===== src/rtl/core/cgfe_pkg.sv =====
// Shared types and constants of the cell grid formula evaluator.
package cgfe_pkg;

	typedef logic [5:0] row_t;
	typedef logic [5:0] col_t;

	typedef struct packed {
		logic        err;
		logic [31:0] value;
	} cell_t;

	typedef struct packed {
		logic  rd;
		row_t  rd_row;
		col_t  rd_col;
		logic  wr;
		row_t  wr_row;
		col_t  wr_col;
		cell_t wr_cell;
	} mem_req_t;

	localparam logic [3:0] MODE_COPY  = 4'd0;
	localparam logic [3:0] MODE_ADD   = 4'd1;
	localparam logic [3:0] MODE_SUB   = 4'd2;
	localparam logic [3:0] MODE_MUL   = 4'd3;
	localparam logic [3:0] MODE_DIV   = 4'd4;
	localparam logic [3:0] MODE_SUM   = 4'd5;
	localparam logic [3:0] MODE_MIN   = 4'd6;
	localparam logic [3:0] MODE_MAX   = 4'd7;
	localparam logic [3:0] MODE_AVG   = 4'd8;
	localparam logic [3:0] MODE_STDEV = 4'd9;

	localparam logic REG_ROWS = 1'b0;
	localparam logic REG_COLS = 1'b1;

	localparam int CNT_W  = 13;
	localparam int ESUM_W = 44;
	localparam int SQ_W   = 75;
	localparam int WIDE_W = 88;
	localparam int ROOT_W = 44;
	localparam int DIVN_W = 44;
	localparam int STEP_W = 6;

endpackage


===== src/rtl/core/cgfe_isqrt.sv =====
// Digit-by-digit integer square root, one root bit per cycle.
module cgfe_isqrt import cgfe_pkg::*; (
	input  logic              clk,
	input  logic              arst_n,
	input  logic              start,
	input  logic [WIDE_W-1:0] radicand,
	output logic              done,
	output logic [ROOT_W-1:0] root
);

	logic              busy_q;
	logic              done_q;
	logic [STEP_W-1:0] cnt_q;
	logic [46:0]       rem_q;
	logic [WIDE_W-1:0] x_q;
	logic [ROOT_W-1:0] root_q;
	logic [46:0]       rem_sh;
	logic [46:0]       trial;
	logic              ge;

	assign rem_sh = {rem_q[44:0], x_q[WIDE_W-1 -: 2]};
	assign trial  = {1'b0, root_q, 2'b01};
	assign ge     = rem_sh >= trial;

	always_ff @(posedge clk or negedge arst_n) begin
		if (!arst_n) begin
			busy_q <= 1'b0;
			done_q <= 1'b0;
			cnt_q  <= '0;
		end else begin
			done_q <= busy_q && !start && (cnt_q == STEP_W'(ROOT_W - 1));
			if (start) begin
				busy_q <= 1'b1;
				cnt_q  <= '0;
			end else if (busy_q) begin
				cnt_q <= cnt_q + 1'b1;
				if (cnt_q == STEP_W'(ROOT_W - 1)) begin
					busy_q <= 1'b0;
				end
			end
		end
	end

	always_ff @(posedge clk) begin
		if (start) begin
			rem_q  <= '0;
			x_q    <= radicand;
			root_q <= '0;
		end else if (busy_q) begin
			rem_q  <= ge ? rem_sh - trial : rem_sh;
			x_q    <= {x_q[WIDE_W-3:0], 2'b00};
			root_q <= {root_q[ROOT_W-2:0], ge};
		end
	end

	assign done = done_q;
	assign root = root_q;

endmodule


===== config.mk =====
export PLATFORM = sky130hd
export DESIGN_NAME = cgfe_isqrt
export DESIGN_NICKNAME = d
export VERILOG_FILES = /design/src/rtl/core/cgfe_pkg.sv /design/src/rtl/core/cgfe_isqrt.sv
export SDC_FILE = /design/constraint.sdc
export NUM_CORES = 1
export LEC_CHECK = 0
export BUFFER_PORTS_ARGS = -buffer_cell sky130_fd_sc_hd__buf_2
export CAP_MARGIN = 40
export CORE_MARGIN = 3
export CORE_UTILIZATION = 56
export CTS_BUF_LIST = sky130_fd_sc_hd__clkbuf_4 sky130_fd_sc_hd__clkbuf_8 sky130_fd_sc_hd__clkbuf_16
export CTS_CLUSTER_SIZE = 14
export DETAILED_ROUTE_END_ITERATION = 10
export GPL_ROUTABILITY_DRIVEN = 0
export GPL_TIMING_DRIVEN = 0
export PLACE_DENSITY = 0.78
export SYNTH_ARGS = -nofsm -noshare
export SYNTH_HDL_FRONTEND = slang
export SYNTH_SLANG_ARGS = --single-unit

===== constraint.sdc =====
create_clock -name clk -period 3.7 [get_ports clk]
set_input_delay 0.555 -clock clk [delete_from_list [all_inputs] [get_ports clk]]
set_output_delay 0.555 -clock clk [all_outputs]
set_load 0.02 [all_outputs]

* Word-level counts from Yosys, hierarchy flattened
Cells that the tools add are included.
** Word-level totals
- Register bits :: 185
- Bits of input ports :: 91
- Output and inout bits :: 45
- Logic and storage cells :: 22
** Cells by class
- Add/sub/neg operators :: 2
- Order comparisons :: 1
- Eq/ne operators :: 1
- Mux-type cells :: 8
- Reduce and logical (&&, ||, !) cells :: 4
** Operators with widths (number)
- two-way mux 88 bit :: 2
- greater-or-equal comparator 47 x 46 -> 1 bit :: 1
- two-way mux 45 bit :: 1
- subtractor 45 bit :: 1
- two-way mux 6 bit :: 2
- adder 6 x 1 -> 6 bit (second input constant) :: 1
- == test 6 bit (second input constant) :: 1
- two-way mux 1 bit :: 3
- logical AND 1 bit :: 2
- nonzero test 2 bit :: 1
- zero test 1 bit :: 1

* Logic depth before layout (Yosys ltp)
Gate-level depths: netlist (run 1).
- Word-level depth :: 4
- Depth in mapped cells :: 14
- Mapped depth without buffers :: 11

* Least setup slack after synthesis (run 1)
OpenSTA, ideal clock, no wires.
- Kind :: input -> register
- From :: input port start
- To :: register x_q[0] (enable)
- Library setup time :: 0.441 ns
- Arrival :: 2.787 ns
- Required time :: 3.259 ns
- Setup slack :: 0.471 ns
- Stages on the path :: 4
- Path buffers :: 2
- Path through :: clkbuf_1 nor2_1 clkbuf_1 inv_1
** Between the ends
- Longest elaborated chain between the ends :: 1
** Ends and longest elaborated chain
- from (decl) :: line cgfe_isqrt.sv:5 : input logic start,
- nonzero test 2 bit (no line)
- to (signal assigned) :: line cgfe_isqrt.sv:47 : x_q <= radicand;
- to (signal assigned) :: line cgfe_isqrt.sv:51 : x_q <= {x_q[WIDE_W-3:0], 2'b00};
- to (decl) :: line cgfe_isqrt.sv:15 : logic [WIDE_W-1:0] x_q;
No other way between the ends.
A chain may end at the register's enable or synchronous reset.

* Worst setup path in the final report (run 1)
- From :: register root_q[4] (netlist: root[4])
- To :: register rem_q[34]
** Between the ends
- Longest elaborated chain between the ends :: 2
- Elaborated cells on any way between the ends :: 3
- Those cells by class :: add/sub: 1; order compare: 1; mux: 1
** Ends and longest elaborated chain
- from (decl) :: line cgfe_isqrt.sv:16 : logic [ROOT_W-1:0] root_q;
- from (signal assigned) :: line cgfe_isqrt.sv:52 : root_q <= {root_q[ROOT_W-2:0], ge};
- subtractor 45 bit or greater-or-equal comparator 47 x 46 -> 1 bit (tied branches) :: line cgfe_isqrt.sv:50, cgfe_isqrt.sv:23
- two-way mux 45 bit (*) :: line cgfe_isqrt.sv:50 : rem_q <= ge ? rem_sh - trial : rem_sh;
- to (signal assigned) :: line cgfe_isqrt.sv:50
- to (decl) :: line cgfe_isqrt.sv:14 : logic [46:0] rem_q;
Every way passes the cells marked *; elsewhere a longest branch is shown, timed or not.

==> reports/metrics.yaml, run 1 <==
detailed_routing:
  wl_per_cell_um: 17.3
  finalWirelength_um: 24300
  drtPass1Iterations: 5
  route.detailed.drc: 0
  wl_met3_um: 2060
  drtIter0Drc: 679
  dr_wl_met2_um: 11200
  top_layer_used: "met4"
  via_per_inst: 5.82
  antenna_left: 0
  m1WireLength_um: 10600
  vias: 8154
critical_path:
  endpoint_kind: "register"
  slowest_stage: "a2111oi_4"
  critPathMaxFanout: 10
  cp_cell_sequence: "inv_1, ha_1, a2111oi_1, nor3_1, and2_4, a2111oi_4, o21ai_2, a311o_4, nand2_8, buf_6, nand2_1, a311oi_2"
  critical-path-max-stage-delay_ns: 0.46
  crit_family: "compound AO/OA/AOI/OAI gates"
  worst-path-buf-inv: 2
  crit_arrival_ns: 3.78
  crit_required_ns: 4.04
  critPathLaunchType: "register"
  path_class: "reg -> reg"
floorplanning:
  start_util: 0.576
  placeableCoreArea_mm2: 0.0181
  die_h_um: 142
  dieArea_mm2: 0.0203
  rows: 49
  ios: 136
  die_w_um: 142
placed_design:
  dp_hpwl_um: 17600
  dpl_cell_area_mm2: 0.0114
  io_buffers: 134
synth:
  synth_area_mm2: 0.0104
  synth.most_common_cell: "nor2_1"
  yosysTopAreaCell: "edfxtp_1"
  syn_inst: 1005
  syn_nets: 1143
  synth_area_leaders: "edfxtp_1 (25%), dfxtp_1 (17%), mux2_2 (9.4%)"
  ys.warnings.count: 0
  async_flop_share: 0.0432
  ys.flop_type: "dfxtp_1"
  ys_seq_elements: 185
  netlist.area_leader.share: 0.254
  synth_cell_type_count: 66
  postSynthAreaPerCell_um2: 10.4
  synth-edff-count: 88
  synthTopCellsByCount: "nor2_1 (113), dfxtp_1 (89), edfxtp_1 (88)"
  ys_seq_area_frac: 0.444
grt:
  gr-total-overflow: 0
  grt_pass1_wl_um: 39300
  grt_max_degree: 56
  antenna_found_initial: 0
  grt_pass1_vias: 7845
  grt_util_all_layers: 0.241
power_and_ir_drop:
  switching_share: 0.395
  pwr-share-clk: 0.203
  total_leakage_power_uw: 0.00536
  power.density_mw_per_mm2: 791
  peakVddDrop_mv: 0.580
  p_seq_frac: 0.276
  p_int_uw: 5760
  power.switching_uw: 3760
  combPwrFrac: 0.521
clocking:
  htreeDepth: 4
  clock_path_buffers: 2
  root_buffer: "clkbuf_16"
  clk_pin_slew_ns: 0.08
  postCtsSetupRepairBufs: 0
  cts_made_buffers: 17
  cts_tree: "yes"
  cts.sink_count: 185
  clk_latency_ns: 0.44
finish:
  diodes: 0
  drive_gt1_frac: 0.240
  final_nets: 1298
  final_core_util: 0.666
  fin_area_mm2: 0.0120
  area_growth_pct: 15.6
  nFillCells: 1392
status:
  status: "finished, final reports clean"
sta:
  rsz0062_at_grt: "no"
  slew_headroom: 0.474
  period_needed_ns: 3.44
  hold_viol_final: 0
  skew_ns: 0.0110
  tightest_slew_ns: 0.789
  fmaxAchievable_mhz: 290
  min_period_over_period: 0.931
  final.setup.tns_ns: 0
  slew_violations: 0
  finalSetupViolations: 0
  whs_ns: 0.409
run:
  maxCapViolCount: 0
worst_hold_path:
  min_path_type: "in -> reg"
-- layout by cell type (no fill, tap or decap), drive strengths merged, types with 50 or more instances in the layout --
cell	Yosys	routed
a21oi	50	50
buf	14	149
clkbuf	38	58
dfxtp	89	89
edfxtp	88	88
inv	58	61
mux2	87	87
mux2i	76	76
nand2	58	58
nor2	113	113
o21ai	55	55
-- layer usage --
layer / vias up / global-route usage
met1: 3860 / 0.321
met4: 0 / 0.0695
li1: 3958 / -
met5: - / 0
met2: 297 / 0.389
met3: 39 / 0.0669
-- worst register-to-register path, delay by kind of cell (launching register included) --
kind	cells	cell delay (ns)
AO/OA/AOI/OAI	5	1.74
adder cells (fa/ha/maj)	1	0.38
buffers and inverters	2	0.28
flip-flops	1	0.39
AND/OR/NAND/NOR	4	0.56
-- kinds of logic (layout without fill, tap and decap cells) --
family | count (synthesis) | count (layout) | share of synthesized area
fa+ha+maj | 47 | 47 | 0.0565
compound gates | 212 | 212 | 0.143
flops | 185 | 185 | 0.444
xor+xnor | 42 | 42 | 0.0353
mux | 163 | 163 | 0.167
buf+inv | 110 | 278 | 0.0460
simple gates | 246 | 246 | 0.108
-- state kept, by name (all words and copies together), names as in the netlist --
signal and flops:
cnt_q 6, rem_q 45, done 1, x_q 88, busy_q 1, root 44
-- per-stage QoR --
step           worst slack (ns)  instances  total power, µW
2_1_floorplan             0.471       1005             6550
3_3_place_gp             -0.767       1368             7450
3_5_place_dp              0.380       1369             7520
4_1_cts                   0.313       1402             9480
5_1_grt                  0.0128       1402            10100
6_report                  0.256       1402             9520
-- final cells by class --
type,count,area [µm²],area share
inverters,58,220,0.0183
flip-flops and latches,185,4620,0.384
plain buffers,52,262,0.0217
well taps,229,287,0.0238
multi-input cells,710,5310,0.441
clock inverters,12,163,0.0135
clock buffers,20,465,0.0387
repair buffers,136,708,0.0588
-- what timing repair did --
| action | in CTS | in global routing |
|---|---|---|
| setup endpoints to repair | 0 | 3 |
| hold buffers | 1 | 0 |
| endpoints found under the hold margin | 8 | 0 |
| resized for setup | 0 | 1 |
-- final timing paths --
check                              from        end  slack (ns)  cells past startpoint
max                             root[4]  rem_q[34]        0.26                     12
min                        radicand[62]    x_q[62]        0.41                      2
max reg2reg                     root[4]  rem_q[34]        0.26                     12
min reg2reg                   rem_q[22]  rem_q[22]        0.48                      2
max in group asynchronous        arst_n   cnt_q[1]        3.02                      2
min in group asynchronous        arst_n   cnt_q[0]        0.50                      2
-- power groups by stage --
stage	Clock (µW)	Combinational, µW	Sequential, µW
after global placement	0	4800	2660
after detailed placement	0	4860	2660
after CTS	1950	4910	2620
after global routing	2030	5390	2660
after floorplan	0	3940	2620
final	1930	4970	2630
Note: power is estimated with default switching activity, not from simulation.
==> run 2: changes to the inputs <==
- CORE_UTILIZATION: 56 -> 45
- PLACE_DENSITY: 0.78 -> 0.72
==> run 2 against run 1 <==
  * Wire length grew 3.2%
  * Clock skew grew 0.0054 ns
  * First-iteration DRC count shrank 32%
  * Hold slack lost 0.021 ns
  * Utilization shrank 13 points
  * Setup slack lost 0.063 ns
  * Sequential cell count is the same
  * Fmax shrank 1.8%
  * Critical path type unchanged
  * Largest power group unchanged
==> reports/metrics.yaml, run 2 (synthesis results as in run 1) <==
power_and_ir_drop:
  combPwrFrac: 0.525
  power.switching_uw: 3860
  p_seq_frac: 0.278
  total_leakage_power_uw: 0.00535
  power.density_mw_per_mm2: 783
  switching_share: 0.407
  peakVddDrop_mv: 0.368
  pwr-share-clk: 0.197
  p_int_uw: 5620
finish:
  drive_gt1_frac: 0.240
  final_common_cell: "buf_2"
  largest-register: "x_q"
  area_growth_pct: 16.2
  final_core_util: 0.533
  diodes: 0
  nFillCells: 2083
  largest_reg_flops: 88
  regArea_mm2: 0.00462
  final_nets: 1298
  mostFrequentLayoutCells: "buf_2 (136), nor2_1 (113), dfxtp_1 (89)"
  multi_input_area_mm2: 0.00532
critical_path:
  slowest_stage: "a2111oi_4"
  critPathLaunchType: "register"
  critical-path-max-stage-delay_ns: 0.54
  cp_cell_sequence: "inv_1, ha_1, a2111oi_0, nor3_1, and2_4, a221o_1, a2111oi_4, o31ai_1, or3_1, nand4_1, a311oi_1"
  rr_startpoint: "root[4]"
  rrSetupSlack_ns: 0.19
  endpoint_kind: "register"
  path_class: "reg -> reg"
  critPathMaxFanout: 7
  crit_required_ns: 3.99
  setup.worst_path.end: "rem_q[41]"
  crit_start: "root[4]"
  r2r-end: "rem_q[41]"
  crit_arrival_ns: 3.79
  ff2ff_path_depth: 11
clocking:
  htreeDepth: 4
  cts_tree: "yes"
  clock_path_buffers: 2
  root_buffer: "clkbuf_16"
  postCtsSetupRepairBufs: 0
  clk_pin_slew_ns: 0.08
  clk_latency_ns: 0.44
  cts_made_buffers: 17
  cts.sink_count: 185
sta:
  timing.final.ws_setup_ns: 0.194
  hold_viol_final: 0
  slew_violations: 0
  slew_headroom: 0.473
  fmaxAchievable_mhz: 285
  rsz0062_at_grt: "no"
  whs_ns: 0.387
  skew_ns: 0.0164
  finalSetupViolations: 0
  tightest_slew_ns: 0.791
  period_needed_ns: 3.51
  min_period_over_period: 0.948
floorplanning:
  die_w_um: 158
  ios: 136
  die_h_um: 158
  placeableCoreArea_mm2: 0.0227
  start_util: 0.459
  rows: 55
  dieArea_mm2: 0.0250
grt:
  grt_max_degree: 51
  grt_pass1_wl_um: 40500
  grt_util_all_layers: 0.203
  grt_pass1_vias: 7973
  antenna_found_initial: 3
  gr-total-overflow: 0
placed_design:
  io_buffers: 134
  pre_cts_slack_ns: 0.269
  dp_hpwl_um: 18500
detailed_routing:
  via_per_inst: 5.56
  finalWirelength_um: 25100
  drtPass1Iterations: 5
  wl_per_cell_um: 17.2
  antenna_left: 0
  vias: 8110
  drtIter0Drc: 460
  route.detailed.drc: 0
run:
  maxCapViolCount: 0
status:
  status: "finished, final reports clean"
worst_hold_path:
  min_path_type: "in -> reg"
==> run 2: worst min path at each step <==
stage               depth (start not counted)  slack [ns]  endpoint   startpoint
global placement                            1        0.41      done       arst_n
detailed placement                          1        0.41      done       arst_n
floorplan                                   0        0.26    busy_q       arst_n
CTS                                         2        0.37    x_q[0]  radicand[0]
global route                                2        0.38    x_q[0]  radicand[0]
finish                                      2        0.39    x_q[0]  radicand[0]
==> run 2: final cells by class <==
type | count | area share
tap | 285 | 0.0295
clock buffer | 17 | 0.0352
timing repair buffer | 136 | 0.0585
buffer | 52 | 0.0216
multi-input combinational | 710 | 0.440
sequential | 185 | 0.382
inverter | 58 | 0.0182
clock inverter | 15 | 0.0152
==> run 2: metal layers <==
| layer | up-vias | wire length [µm] | global-route usage | share of wire |
|---|---|---|---|---|
| met5 | - | 36 | 0 | 0.0014 |
| met4 | 6 | 584 | 0.0615 | 0.023 |
| met3 | 49 | 2050 | 0.0637 | 0.082 |
| met2 | 283 | 11200 | 0.322 | 0.45 |
| met1 | 3804 | 11200 | 0.266 | 0.45 |
| li1 | 3968 | - | - | - |
==> run 2: power groups by stage <==
stage,Sequential [µW],Combinational (µW),Clock (µW)
floorplan,2620,3940,0
global placement,2660,4810,0
detailed placement,2670,4870,0
CTS,2630,4910,1900
global route,2660,5450,1970
finish,2630,4980,1870
==> run 2: timing repair <==
action / in CTS / in global routing
endpoints found under the hold margin: 8 / 0
hold buffers: 1 / 0
resized for setup: 0 / 2
setup endpoints to repair: 0 / 9
==> run 2: worst max-delay path: cells and delay by family, from the launching register on <==
kind	cells	cell delay, ns
and+or+nand+nor	4	0.73
buffers and inverters	1	0.07
DFF	1	0.44
adders and majority gates	1	0.40
AOI/OAI and AO/OA	5	1.71
==> run 2: per-stage QoR <==
step / TNS (ns) / area (µm²) / power [µW] / instances
CTS: 0 / 12100 / 9430 / 1458
floorplan: 0 / 10400 / 6550 / 1005
global placement: -68.21 / 11400 / 7470 / 1424
detailed placement: 0 / 11500 / 7540 / 1425
finish: 0 / 12100 / 9480 / 1458
global route: 0 / 12100 / 10100 / 1458
