===== config.mk =====
export PLATFORM = sky130hd
export DESIGN_NAME = cgfe_div
export DESIGN_NICKNAME = d
export VERILOG_FILES = /design/src/rtl/core/cgfe_pkg.sv /design/src/rtl/core/cgfe_div.sv
export SDC_FILE = /design/constraint.sdc
export NUM_CORES = 1
export LEC_CHECK = 0
export BUFFER_PORTS_ARGS = -buffer_cell sky130_fd_sc_hd__buf_2
export CAP_MARGIN = 30
export CORE_MARGIN = 2
export CORE_UTILIZATION = 51
export CTS_CLUSTER_SIZE = 16
export DETAILED_ROUTE_END_ITERATION = 8
export GPL_ROUTABILITY_DRIVEN = 0
export PLACE_DENSITY = 0.89
export SLEW_MARGIN = 10
export SYNTH_ARGS = -nofsm -noshare
export SYNTH_HDL_FRONTEND = slang
export SYNTH_SLANG_ARGS = --single-unit

===== constraint.sdc =====
create_clock -name clk -period 2.7 [get_ports clk]
set_input_delay 0.54 -clock clk [delete_from_list [all_inputs] [get_ports clk]]
set_output_delay 0.54 -clock clk [all_outputs]
set_load 0.02 [all_outputs]

===== src/rtl/core/cgfe_pkg.sv =====
// Shared types and constants of the cell grid formula evaluator.
package cgfe_pkg;

	typedef logic [5:0] row_t;
	typedef logic [5:0] col_t;

	typedef struct packed {
		logic        err;
		logic [31:0] value;
	} cell_t;

	typedef struct packed {
		logic  rd;
		row_t  rd_row;
		col_t  rd_col;
		logic  wr;
		row_t  wr_row;
		col_t  wr_col;
		cell_t wr_cell;
	} mem_req_t;

	localparam logic [3:0] MODE_COPY  = 4'd0;
	localparam logic [3:0] MODE_ADD   = 4'd1;
	localparam logic [3:0] MODE_SUB   = 4'd2;
	localparam logic [3:0] MODE_MUL   = 4'd3;
	localparam logic [3:0] MODE_DIV   = 4'd4;
	localparam logic [3:0] MODE_SUM   = 4'd5;
	localparam logic [3:0] MODE_MIN   = 4'd6;
	localparam logic [3:0] MODE_MAX   = 4'd7;
	localparam logic [3:0] MODE_AVG   = 4'd8;
	localparam logic [3:0] MODE_STDEV = 4'd9;

	localparam logic REG_ROWS = 1'b0;
	localparam logic REG_COLS = 1'b1;

	localparam int CNT_W  = 13;
	localparam int ESUM_W = 44;
	localparam int SQ_W   = 75;
	localparam int WIDE_W = 88;
	localparam int ROOT_W = 44;
	localparam int DIVN_W = 44;
	localparam int STEP_W = 6;

endpackage


===== src/rtl/core/cgfe_div.sv =====
// Radix-2 restoring unsigned divider, one quotient bit per cycle.
module cgfe_div import cgfe_pkg::*; (
	input  logic              clk,
	input  logic              arst_n,
	input  logic              start,
	input  logic [DIVN_W-1:0] dividend,
	input  logic [31:0]       divisor,
	output logic              done,
	output logic [DIVN_W-1:0] quotient
);

	logic              busy_q;
	logic              done_q;
	logic [STEP_W-1:0] cnt_q;
	logic [32:0]       rem_q;
	logic [DIVN_W-1:0] n_q;
	logic [31:0]       d_q;
	logic [32:0]       rem_sh;
	logic              ge;

	assign rem_sh = {rem_q[31:0], n_q[DIVN_W-1]};
	assign ge     = rem_sh >= {1'b0, d_q};

	always_ff @(posedge clk or negedge arst_n) begin
		if (!arst_n) begin
			busy_q <= 1'b0;
			done_q <= 1'b0;
			cnt_q  <= '0;
		end else begin
			done_q <= busy_q && !start && (cnt_q == STEP_W'(DIVN_W - 1));
			if (start) begin
				busy_q <= 1'b1;
				cnt_q  <= '0;
			end else if (busy_q) begin
				cnt_q <= cnt_q + 1'b1;
				if (cnt_q == STEP_W'(DIVN_W - 1)) begin
					busy_q <= 1'b0;
				end
			end
		end
	end

	always_ff @(posedge clk) begin
		if (start) begin
			rem_q <= '0;
			n_q   <= dividend;
			d_q   <= divisor;
		end else if (busy_q) begin
			rem_q <= ge ? rem_sh - {1'b0, d_q} : rem_sh;
			n_q   <= {n_q[DIVN_W-2:0], ge};
		end
	end

	assign done     = done_q;
	assign quotient = n_q;

endmodule


== Word-level counts from Yosys, hierarchy flattened ==
Cells that the tools add are included.

* Bits in registers: 116
* Bits in latches: 0
* Bits in writable memories: 0
* Memory bits (read-only): 0
* Bits of input ports: 79
* Word-level logic and storage cells: 22
* Memories: 0

* $add $sub $neg: 2
* Multiply operators: 0
* Divide/modulo/power cells: 0
* Order comparisons: 1
* Equality and inequality tests: 1
* Shift operators: 0
* Muxes and demuxes: 8
* Bitwise operators: 0
* Reduce and logical (&&, ||, !) cells: 4

{| class="wikitable"
|+ Operator list
! kind !! number
|-
| $mux 44 || 2
|-
| $ge 33x32->1 || 1
|-
| $mux 32 || 1
|-
| $sub 32x32->32 || 1
|-
| $mux 6 || 2
|-
| $add 6x1->6 const B || 1
|-
| $eq 6x6->1 const B || 1
|-
| $mux 1 || 3
|-
| $logic_and 1x1->1 || 2
|-
| $reduce_bool 2->1 || 1
|-
| $logic_not 1->1 || 1
|}

== Depth between registers and ports, before layout ==
Gate-level depths: netlist of the first run.

* Depth in word-level cells: 4
* Mapped depth: 14
* Depth with buffers taken out: 12

== Least setup slack after synthesis of the first run ==
OpenSTA, ideal clock, no wires.

* Kind: reg2reg
* Start: reg n_q[43], in the netlist quotient[43]
* End: reg rem_q[28]
* Setup time: 0.086 ns
* Arrival time: 2.691 ns
* Path slack: -0.077 ns
* Cell stages (with the launch flop): 13
* Path through: edfxtp_1 inv_1 ha_1 fa_1 nand2b_1 a21oi_1 nor2_1 o21ai_0 a211oi_1 o21bai_1 xnor2_1 mux2i_1 a211oi_1

* Longest elaborated chain between the ends: 2
* Elaborated cells on any way between the ends: 3
* Those cells by class: 1 x add/sub; 1 x order compare; 1 x mux

{| class="wikitable"
|+ RTL lines
! item !! RTL line !! source
|-
| start: declaration || cgfe_div.sv:16 || <nowiki>logic [DIVN_W-1:0] n_q;</nowiki>
|-
| start signal: assignment || cgfe_div.sv:46 || <nowiki>n_q <= dividend;</nowiki>
|-
| start signal: assignment || cgfe_div.sv:50 || <nowiki>n_q <= {n_q[DIVN_W-2:0], ge};</nowiki>
|-
| $sub 32x32->32 or $ge 33x32->1 (tied branches) || cgfe_div.sv:49, cgfe_div.sv:22 ||
|-
| $mux 32 (*) || cgfe_div.sv:49 || <nowiki>rem_q <= ge ? rem_sh - {1'b0, d_q} : rem_sh;</nowiki>
|-
| end signal: assignment || cgfe_div.sv:49 ||
|-
| end: declaration || cgfe_div.sv:15 || <nowiki>logic [32:0] rem_q;</nowiki>
|}

Mark *: on every way between the ends. The rest lies on a longest branch, timed or not.
A chain may end at the register's enable or synchronous reset.

== Final worst setup path of the first run ==
* Start: reg d_q[8]
* End: reg rem_q[13]

* Longest elaborated chain between the ends: 2
* Elaborated cells on any way between the ends: 3
* Those cells by class: 1 x add/sub; 1 x order compare; 1 x mux

{| class="wikitable"
|+ RTL lines
! item !! RTL line !! source
|-
| start: declaration || cgfe_div.sv:17 || <nowiki>logic [31:0] d_q;</nowiki>
|-
| start signal: assignment || cgfe_div.sv:47 || <nowiki>d_q <= divisor;</nowiki>
|-
| $sub 32x32->32 or $ge 33x32->1 (tied branches) || cgfe_div.sv:49, cgfe_div.sv:22 ||
|-
| $mux 32 (*) || cgfe_div.sv:49 ||
|}

Marked as above.

==> results_dict.tcl, run 1 <==
set metrics [dict create \
    drtIter0Drc 339 \
    areaGrowthSynthToFinish_pct 35.3 \
    cts_buffer_depth 2 \
    drv_cap 0 \
    required_ns 2.97 \
    register_area_sq_um 3120 \
    synth_area_leaders "edfxtp_1 35%, dfxtp_1 9.9%, mux2_2 7.7%" \
    fmax_mhz 349 \
    path_clk_slew_ns 0.06 \
    start_util_pct 51.7 \
    regToRegSetupSlack_ns -0.17 \
    fillers 869 \
    cts_sinks 116 \
    finalSetupViolCount 31 \
    hpwl_mm 11.2 \
    drive_above_1_share_pct 41.6 \
    outcome "finished, violations left" \
    syn-cell-area_sq_um 6470 \
    asyncSetResetFlopFracSynth_pct 6.90 \
    syn_nets 702 \
    fp-row-count 41 \
    whs_endpoint "d_q[2]$_DFFE_PP_" \
    ant_nets 0 \
    fin_tns_setup_ns -3.57 \
    slew_headroom_pct 68.3 \
    grt_pass1_vias 5426 \
    syn_area_per_cell_sq_um 11.0 \
    cts-buffers-inserted 17 \
    hp-start "divisor[2]" \
    post-route-min-period_ns 2.87 \
    p_total_mw 8.97 \
    cellPowerDensity_nw_per_um2 1020 \
    ys_seq_area_share_pct 48.3 \
    track_usage_pct 24.7 \
    critPathLaunchType "flip-flop" \
    ios 124 \
    power_leakage_nw 3.75 \
    worstMarginPinSlew_ns 0.475 \
    avgViaCountPerCell 5.53 \
    io_buffers 123 \
    hold_depth 1 \
    firstDrtPassIters 5 \
    grt-ovfl-total 0 \
    wl_per_cell_um 17.3 \
    clock_latency_ns 0.42 \
    finClkSkew_ns 0.00827 \
    rr_endpoint "rem_q[13]$_SDFFE_PP0P_" \
    ir_drop_uv 535 \
    drt_wl_total_mm 16.6 \
    ys_types 61 \
    final_cells 963 \
    synth_top_area_share_pct 35.3 \
    synth_seq_cells 116 \
    synth_cells 589 \
    yosysMostFrequentCell "edfxtp_1" \
    antenna_found_initial 0 \
    die_h_um 117 \
    dpl-instance-area_sq_um 7740 \
    fin_crit_sh_pct 106 \
    setup_slack_ns -0.169 \
    cp_max_fo 8 \
    hold_viol 0 \
    num_vias 5321 \
    grt_pass1_wl_mm 25.9 \
    reg2reg_depth 13 \
    htree_levels 4 \
    hold_class "in -> reg" \
    rsz0062_at_grt "yes" \
    ys_top_cells_by_count "76 x edfxtp_1, 48 x nor2_1, 44 x mux2_2" \
    tritoncts "built" \
    diodes 0 \
    violations "negative setup slack" \
    maxSlewViolCount 0 \
    critPathCaptureType "flip-flop" \
    multi_input_area_sq_um 3360 \
    cp.arrival_ns 3.14 \
    r2r-start "d_q[8]$_DFFE_PP_" \
    drc_errors 0 \
    die_w_um 117 \
    design_area_sq_um 8750 \
    synthFlopType "edfxtp_1" \
    grt_start_max_net_pins 42 \
    yosysWarnings 0 \
    crit_type "reg -> reg" \
    die_area_sq_um 13600 \
    final.hold.worst_slack_ns 0.296 \
    nNetsFinal 891 \
    placedCellCount 916 \
    core_area_sq_um 12500 \
    cts_root_buffer "clkbuf_16" \
    post-synth-top-area-cell "edfxtp_1" \
    synth_edf_count 76 \
]
-- timing repair --
action                     in CTS  in global routing
gates resized for setup        31                 26
cloned                          1                  2
hold buffers                    1                  0
buffers inserted                8                  5
hold endpoints to repair        8                  0
setup endpoints to repair      32                 33
pin swaps                      14                 24
-- logic make-up (layout without fill, tap and decap cells) --
logic type | after synthesis | in the layout | share of synthesized area (%)
fa+ha+maj | 34 | 34 | 6.69
simple gates | 141 | 141 | 10.9
mux | 71 | 71 | 11.8
compound gates | 126 | 126 | 13.2
buf+inv | 69 | 271 | 4.80
flops | 116 | 116 | 48.3
xor+xnor | 32 | 32 | 4.33
-- final cells by class --
type	count	share of cell area (%)
clock buffer	22	5.30
clock inverter	10	1.50
inverter	40	1.72
tap	172	2.46
sequential	116	35.7
multi-input combinational	404	38.4
timing repair buffer	199	14.9
-- layout by cell type (no fill, tap or decap), drive strengths merged, types with 3 or more instances in the layout --
cell type | Yosys | layout
a211oi | 28 | 28
a21o | 7 | 7
a21oi | 34 | 34
a311oi | 3 | 3
a31oi | 6 | 6
buf | 5 | 196
bufinv | 0 | 3
clkbuf | 24 | 24
clkinv | 0 | 4
clkinvlp | 0 | 3
dfrtp | 8 | 8
dfxtp | 32 | 32
edfxtp | 76 | 76
ha | 33 | 33
inv | 40 | 40
mux2 | 44 | 44
mux2i | 27 | 27
nand2 | 30 | 30
nand2b | 6 | 6
nand3 | 11 | 11
nand4 | 7 | 7
nand4b | 4 | 4
nor2 | 49 | 49
nor2b | 5 | 5
nor3 | 11 | 11
o211ai | 3 | 3
o21a | 3 | 3
o21ai | 19 | 19
o21bai | 8 | 8
o221ai | 3 | 3
or3 | 3 | 3
xnor2 | 21 | 21
xor2 | 11 | 11
-- worst max path at each step --
stage	cells after the start	slack, ns	endpoint	start
4_1_cts	13	-0.1	rem_q[6]$_SDFFE_PP0P_	d_q[7]$_DFFE_PP_
3_5_place_dp	12	-0.16	rem_q[19]$_SDFFE_PP0P_	d_q[12]$_DFFE_PP_
5_1_grt	13	-0.33	rem_q[18]$_SDFFE_PP0P_	d_q[7]$_DFFE_PP_
2_1_floorplan	12	-0.02	quotient[0]$_DFFE_PP_	d_q[3]$_DFFE_PP_
3_3_place_gp	12	-0.06	rem_q[21]$_SDFFE_PP0P_	d_q[12]$_DFFE_PP_
6_report	13	-0.17	rem_q[13]$_SDFFE_PP0P_	d_q[8]$_DFFE_PP_
-- critical path, cell delays in order (launching register included) --
cell	delay, ns
edfxtp_1	0.34
inv_2	0.05
ha_4	0.26
o211ai_1	0.13
or4_4	0.55
a31oi_4	0.20
nor4_4	0.08
nor3_2	0.21
nor2_2	0.09
o21bai_4	0.21
buf_4	0.17
clkbuf_16	0.15
mux2i_1	0.20
a211oi_1	0.09
-- registers in the layout (all words and copies together), names as in the netlist --
name	flops
rem_q	32
d_q	32
done	1
quotient	44
busy_q	1
cnt_q	6
-- where the power goes --
part	switching (mW)	internal, mW	leakage, nW	total (mW)
logic	2.05	2.14	2.32	4.18
registers	0.268	2.24	1.14	2.51
clock network	0.793	1.49	0.284	2.28
-- routing by layer --
metal | share of wire (%) | wire length [um] | vias up | GRT usage [%]
met4 | 1.8 | 293 | 0 | 7.69
met3 | 7.4 | 1230 | 29 | 8.72
met5 | 0 | 0 | - | 0
met1 | 41 | 6790 | 2541 | 28.8
li1 | - | - | 2539 | -
met2 | 50 | 8300 | 212 | 42.8
-- metrics by stage --
stage | setup slack (ns) | util [%]
after floorplan | -0.0187 | -
after global placement | -0.0639 | 61.9
after global routing | -0.327 | 69.9
final | -0.169 | 69.9
after CTS | -0.0960 | 68.5
after detailed placement | -0.160 | 61.9
No activity file was read; power rests on OpenSTA's default activity.
==> run 2, diff against run 1 <==
--- a/config.mk
+++ b/config.mk
@@ -13,6 +13,7 @@
 export DETAILED_ROUTE_END_ITERATION = 8
 export GPL_ROUTABILITY_DRIVEN = 0
 export PLACE_DENSITY = 0.89
+export SKIP_LAST_GASP = 1
 export SLEW_MARGIN = 10
 export SYNTH_ARGS = -nofsm -noshare
 export SYNTH_HDL_FRONTEND = slang
==> results_dict.tcl, run 2 (same netlist as run 1, synthesis figures left out) <==
set metrics [dict create \
    outcome "finished, violations left" \
    violations "negative setup slack" \
    p_sw_mw 3.10 \
    core_area_sq_um 12500 \
    cts_root_buffer "clkbuf_16" \
    post-route-min-period_ns 2.90 \
    hold_viol 0 \
    final_cell_mix "122 x buf_2, 76 x edfxtp_1, 70 x buf_4, 48 x nor2_1, 44 x mux2_2" \
    firstDrtPassIters 5 \
    p_int_mw 5.86 \
    path_cells "inv_2, ha_4, o211ai_1, or4_4, a31oi_4, nor4_4, nor3_2, nor2_2, o21bai_4, buf_12, buf_4, mux2i_2, a211oi_2" \
    reg2reg_depth 13 \
    critPathLaunchType "flip-flop" \
    antenna_found_initial 0 \
    max_stage_delay_ns 0.55 \
    fillers 862 \
    hpwl_mm 11.2 \
    htree_levels 4 \
    cp.arrival_ns 3.19 \
    grt_pass1_wl_mm 25.9 \
    required_ns 2.98 \
    tritoncts "built" \
    hold_class "in -> reg" \
    path_clk_slew_ns 0.06 \
    p_total_mw 8.97 \
    avgViaCountPerCell 5.56 \
    cellPowerDensity_nw_per_um2 1020 \
    grt_start_max_net_pins 42 \
    placedCellCount 916 \
    hold_depth 1 \
    drt_wl_total_mm 16.5 \
    drive_above_1_share_pct 41.6 \
    switching_share_pct 34.6 \
    grt_pass1_vias 5428 \
    cts_sinks 116 \
    power_leakage_nw 3.75 \
    maxSlewViolCount 0 \
    fmax_mhz 344 \
    comb_power_share_pct 46.7 \
    diodes 0 \
    setup_slack_ns -0.203 \
    num_vias 5368 \
    die_h_um 117 \
    met1_usage_pct 28.8 \
    finalSetupViolCount 32 \
    power_frac_seq_pct 27.9 \
    start_util_pct 51.7 \
    cts_buffer_depth 2 \
    final_cells 966 \
    io_buffers 123 \
    nNetsFinal 894 \
    ir_drop_uv 549 \
    multi_input_area_sq_um 3360 \
    grt-ovfl-total 0 \
    die_area_sq_um 13600 \
    clockPowerShare_pct 25.4 \
    fin_crit_sh_pct 108 \
    wl_per_cell_um 17.1 \
    largest_reg_flops 44 \
    finClkSkew_ns 0.00764 \
    use_met3_pct 8.72 \
    die_w_um 117 \
    busiest_layer "met2" \
    track_usage_pct 24.7 \
    drtIter0Drc 305 \
    register_area_sq_um 3120 \
    drv_cap 0 \
    rsz0062_at_grt "yes" \
    crit_type "reg -> reg" \
    worstMarginPinSlew_ns 0.636 \
    gr-usage-met2_pct 42.8 \
    cp_slowest_cell "or4_4" \
    cp_max_fo 8 \
    slew_headroom_pct 57.0 \
    ant_nets 0 \
    layout_commonest_cell "buf_2" \
    areaGrowthSynthToFinish_pct 35.3 \
    fp-row-count 41 \
    clock_latency_ns 0.42 \
    drc_errors 0 \
    ios 124 \
    cts-buffers-inserted 17 \
    critPathCaptureType "flip-flop" \
]
==> run 2: layer usage <==
metal / routed length (um) / vias up / part of all wire, %
met1: 6760 / 2571 / 41
met3: 1250 / 32 / 7.5
li1: - / 2553 / -
met5: 0 / - / 0
met4: 333 / 0 / 2.0
met2: 8180 / 212 / 49
==> run 2: final timing paths <==
check	end	slack, ns	start
worst max-delay path	rem_q[14]$_SDFFE_PP0P_	-0.20	d_q[8]$_DFFE_PP_
worst min-delay path	d_q[2]$_DFFE_PP_	0.30	divisor[2]
worst max register to register	rem_q[14]$_SDFFE_PP0P_	-0.20	d_q[8]$_DFFE_PP_
worst min register to register	rem_q[4]$_SDFFE_PP0P_	0.50	rem_q[4]$_SDFFE_PP0P_
max in group asynchronous	busy_q$_DFF_PN0_	2.01	arst_n
min in group asynchronous	done$_DFF_PN0_	0.50	arst_n
==> run 2: power groups by stage <==
stage / Sequential [mW] / Combinational [mW] / Clock, mW
after floorplan: 2.56 / 2.32 / 0
after global placement: 2.48 / 3.32 / 0
after detailed placement: 2.50 / 3.43 / 0
after CTS: 2.49 / 3.80 / 2.31
after global routing: 2.54 / 4.50 / 2.40
final: 2.50 / 4.19 / 2.28
==> run 2: metrics by stage <==
| step | cell area (sq um) | setup WS, ns | hold WS (ns) | util, % | TNS, ns |
|---|---|---|---|---|---|
| 2_1_floorplan | 6560 | -0.0187 | 0.244 | - | -0.0208 |
| 3_3_place_gp | 7740 | -0.0639 | 0.393 | 61.9 | -0.165 |
| 3_5_place_dp | 7740 | -0.160 | 0.391 | 61.9 | -1.95 |
| 4_1_cts | 8570 | -0.0960 | 0.283 | 68.5 | -1.27 |
| 5_1_grt | 8750 | -0.344 | 0.280 | 69.9 | -9.40 |
| 6_report | 8750 | -0.203 | 0.295 | 69.9 | -4.38 |
==> run 2: critical path: cells and delay by family (launching register included) <==
| kind | cells | cell delay (ns) |
|---|---|---|
| buf+inv | 3 | 0.33 |
| flops | 1 | 0.34 |
| mux | 1 | 0.23 |
| fa+ha+maj | 1 | 0.26 |
| simple gates | 4 | 0.93 |
| compound gates | 4 | 0.67 |
==> run 2: what timing repair did <==
item | 4_1_cts | 5_1_grt
buffers inserted | 8 | 11
endpoints found under the hold margin | 8 | 0
pin swaps | 12 | 19
resized for setup | 31 | 26
hold buffers | 1 | 0
setup endpoints to repair | 32 | 33
cloned | 1 | 0
==> run 2: cell type report <==
cell class | count | area share [%]
clock buffer | 22 | 5.30
inverter | 40 | 1.72
clock inverter | 10 | 1.50
timing repair buffer | 202 | 14.9
tap | 172 | 2.46
sequential | 116 | 35.7
multi-input combinational | 404 | 38.4
==> run 3, diff against run 2 <==
--- a/config.mk
+++ b/config.mk
@@ -5,7 +5,7 @@
 export SDC_FILE = /design/constraint.sdc
 export NUM_CORES = 1
 export LEC_CHECK = 0
-export BUFFER_PORTS_ARGS = -buffer_cell sky130_fd_sc_hd__buf_2
+export BUFFER_PORTS_ARGS = -buffer_cell sky130_fd_sc_hd__clkbuf_2
 export CAP_MARGIN = 30
 export CORE_MARGIN = 2
 export CORE_UTILIZATION = 51
@@ -18,3 +18,4 @@
 export SYNTH_ARGS = -nofsm -noshare
 export SYNTH_HDL_FRONTEND = slang
 export SYNTH_SLANG_ARGS = --single-unit
+export TNS_END_PERCENT = 5
==> results_dict.tcl, run 3 (same netlist as run 1, synthesis figures left out) <==
set metrics [dict create \
    outcome "finished, violations left" \
    violations "negative setup slack" \
    start_util_pct 51.7 \
    diodes 0 \
    fin_crit_sh_pct 105 \
    slew_headroom_pct 69.6 \
    drv_cap 0 \
    cts_sinks 116 \
    maxSlewViolCount 0 \
    worstMarginPinSlew_ns 0.456 \
    fmax_mhz 351 \
    grt_pass1_wl_mm 23.7 \
    grt-ovfl-total 0 \
    ir_drop_uv 652 \
    path_cells "inv_2, ha_4, o211ai_1, or4_4, a31oi_4, nor4_4, nor3_2, nor2_2, o21bai_4, buf_12, clkbuf_16, mux2i_1, a211oi_1" \
    grt_pass1_vias 5082 \
    max_stage_delay_ns 0.56 \
    post-route-min-period_ns 2.85 \
    fillers 908 \
    core_area_sq_um 12500 \
    tritoncts "built" \
    largest_reg_flops 44 \
    hold_class "in -> reg" \
    cts_root_buffer "clkbuf_16" \
    register_area_sq_um 3120 \
    ios 124 \
    finClkSkew_ns 0.00960 \
    critPathCaptureType "flip-flop" \
    antenna_found_initial 0 \
    firstDrtPassIters 5 \
    final_cell_mix "122 x clkbuf_2, 76 x edfxtp_1, 54 x buf_4, 48 x nor2_1, 44 x mux2_2" \
    critPathLaunchType "flip-flop" \
    path_clk_slew_ns 0.06 \
    htree_levels 4 \
    multi_input_area_sq_um 3260 \
    p_total_mw 8.54 \
    track_usage_pct 22.6 \
    grt_start_max_net_pins 37 \
    cp_slowest_cell "or4_4" \
    fp-row-count 41 \
    avgViaCountPerCell 5.51 \
    io_buffers 123 \
    num_vias 5228 \
    cp_max_fo 7 \
    drc_errors 0 \
    final_util_pct 68.0 \
    ant_nets 0 \
    die_h_um 117 \
    die_w_um 117 \
    hpwl_mm 10.5 \
    cts-buffers-inserted 17 \
    wl_per_cell_um 16.4 \
    drt_wl_total_mm 15.6 \
    rsz0062_at_grt "yes" \
    cp.arrival_ns 3.13 \
    layout_commonest_cell "clkbuf_2" \
    die_area_sq_um 13600 \
    cellPowerDensity_nw_per_um2 1000 \
    regToRegSetupSlack_ns -0.15 \
    required_ns 2.98 \
    power_leakage_nw 3.67 \
    nNetsFinal 876 \
    cts_buffer_depth 2 \
    drtIter0Drc 379 \
    drive_above_1_share_pct 39.0 \
    finalSetupViolCount 30 \
    hold_viol 0 \
    areaGrowthSynthToFinish_pct 31.5 \
    clock_latency_ns 0.42 \
    setup_slack_ns -0.147 \
    crit_type "reg -> reg" \
]
[run 3: cell count changes in the layout (fill, tap and decap cells not counted), sizes merged]
cell / previous run / this run
buf: 201 / 58
bufinv: 3 / 2
inv: 40 / 43
clkbuf: 22 / 144
clkinvlp: 3 / 4
[run 3: metrics by stage]
stage	worst slack (ns)	setup TNS (ns)	instances	cell area, sq um	hold slack, ns
3_5_place_dp	-0.106	-1.61	909	7580	0.404
2_1_floorplan	-0.0716	-0.356	589	6470	0.244
4_1_cts	-0.129	-2.14	942	8180	0.273
3_3_place_gp	-0.0299	-0.0628	909	7580	0.393
5_1_grt	-0.254	-6.14	948	8510	0.273
6_report	-0.147	-2.94	948	8510	0.296
[run 3: layer usage]
layer	up-vias	GRT usage, %	share of wire (%)
met4	0	6.75	2.7
met1	2467	27.1	41
li1	2523	-	-
met3	40	8.15	6.2
met5	-	0	0
met2	198	38.3	50
[run 3: what timing repair did]
action	4_1_cts	5_1_grt
hold endpoints to repair	8	0
pin swaps	0	13
cloned	0	4
setup endpoints to repair	33	33
hold buffers	1	0
resized for setup	0	42
setup buffers	0	2
[run 3: worst max-delay path: cells and delay by family, from the launching register on]
family                     cells  cell delay (ns)
adders and majority gates      1             0.27
and+or+nand+nor                4             0.94
AOI/OAI and AO/OA              4             0.58
DFF                            1             0.35
muxes                          1             0.20
buffers and inverters          3             0.36
[run 3: final cells by class]
type,count,share of cell area (%)
timing repair buffer,184,13.8
clock buffer,19,5.09
inverter,40,1.76
tap,172,2.53
clock inverter,13,1.78
sequential,116,36.7
multi-input combinational,404,38.3
[run 3: final timing paths]
kind                                         from  cells past startpoint                      to
min in group asynchronous                  arst_n                      2    cnt_q[5]$_DFFE_PN0P_
max in group asynchronous                  arst_n                      2        busy_q$_DFF_PN0_
setup reg to reg                 d_q[8]$_DFFE_PP_                     13  rem_q[22]$_SDFFE_PP0P_
hold reg to reg            rem_q[18]$_SDFFE_PP0P_                      2  rem_q[18]$_SDFFE_PP0P_
setup / recovery                 d_q[8]$_DFFE_PP_                     13  rem_q[22]$_SDFFE_PP0P_
hold / removal                         divisor[4]                      1        d_q[4]$_DFFE_PP_
[run 3: where the power goes]
part	internal, mW	total (mW)	switching (mW)
logic	1.94	3.84	1.90
clock network	1.37	2.21	0.841
registers	2.24	2.50	0.258
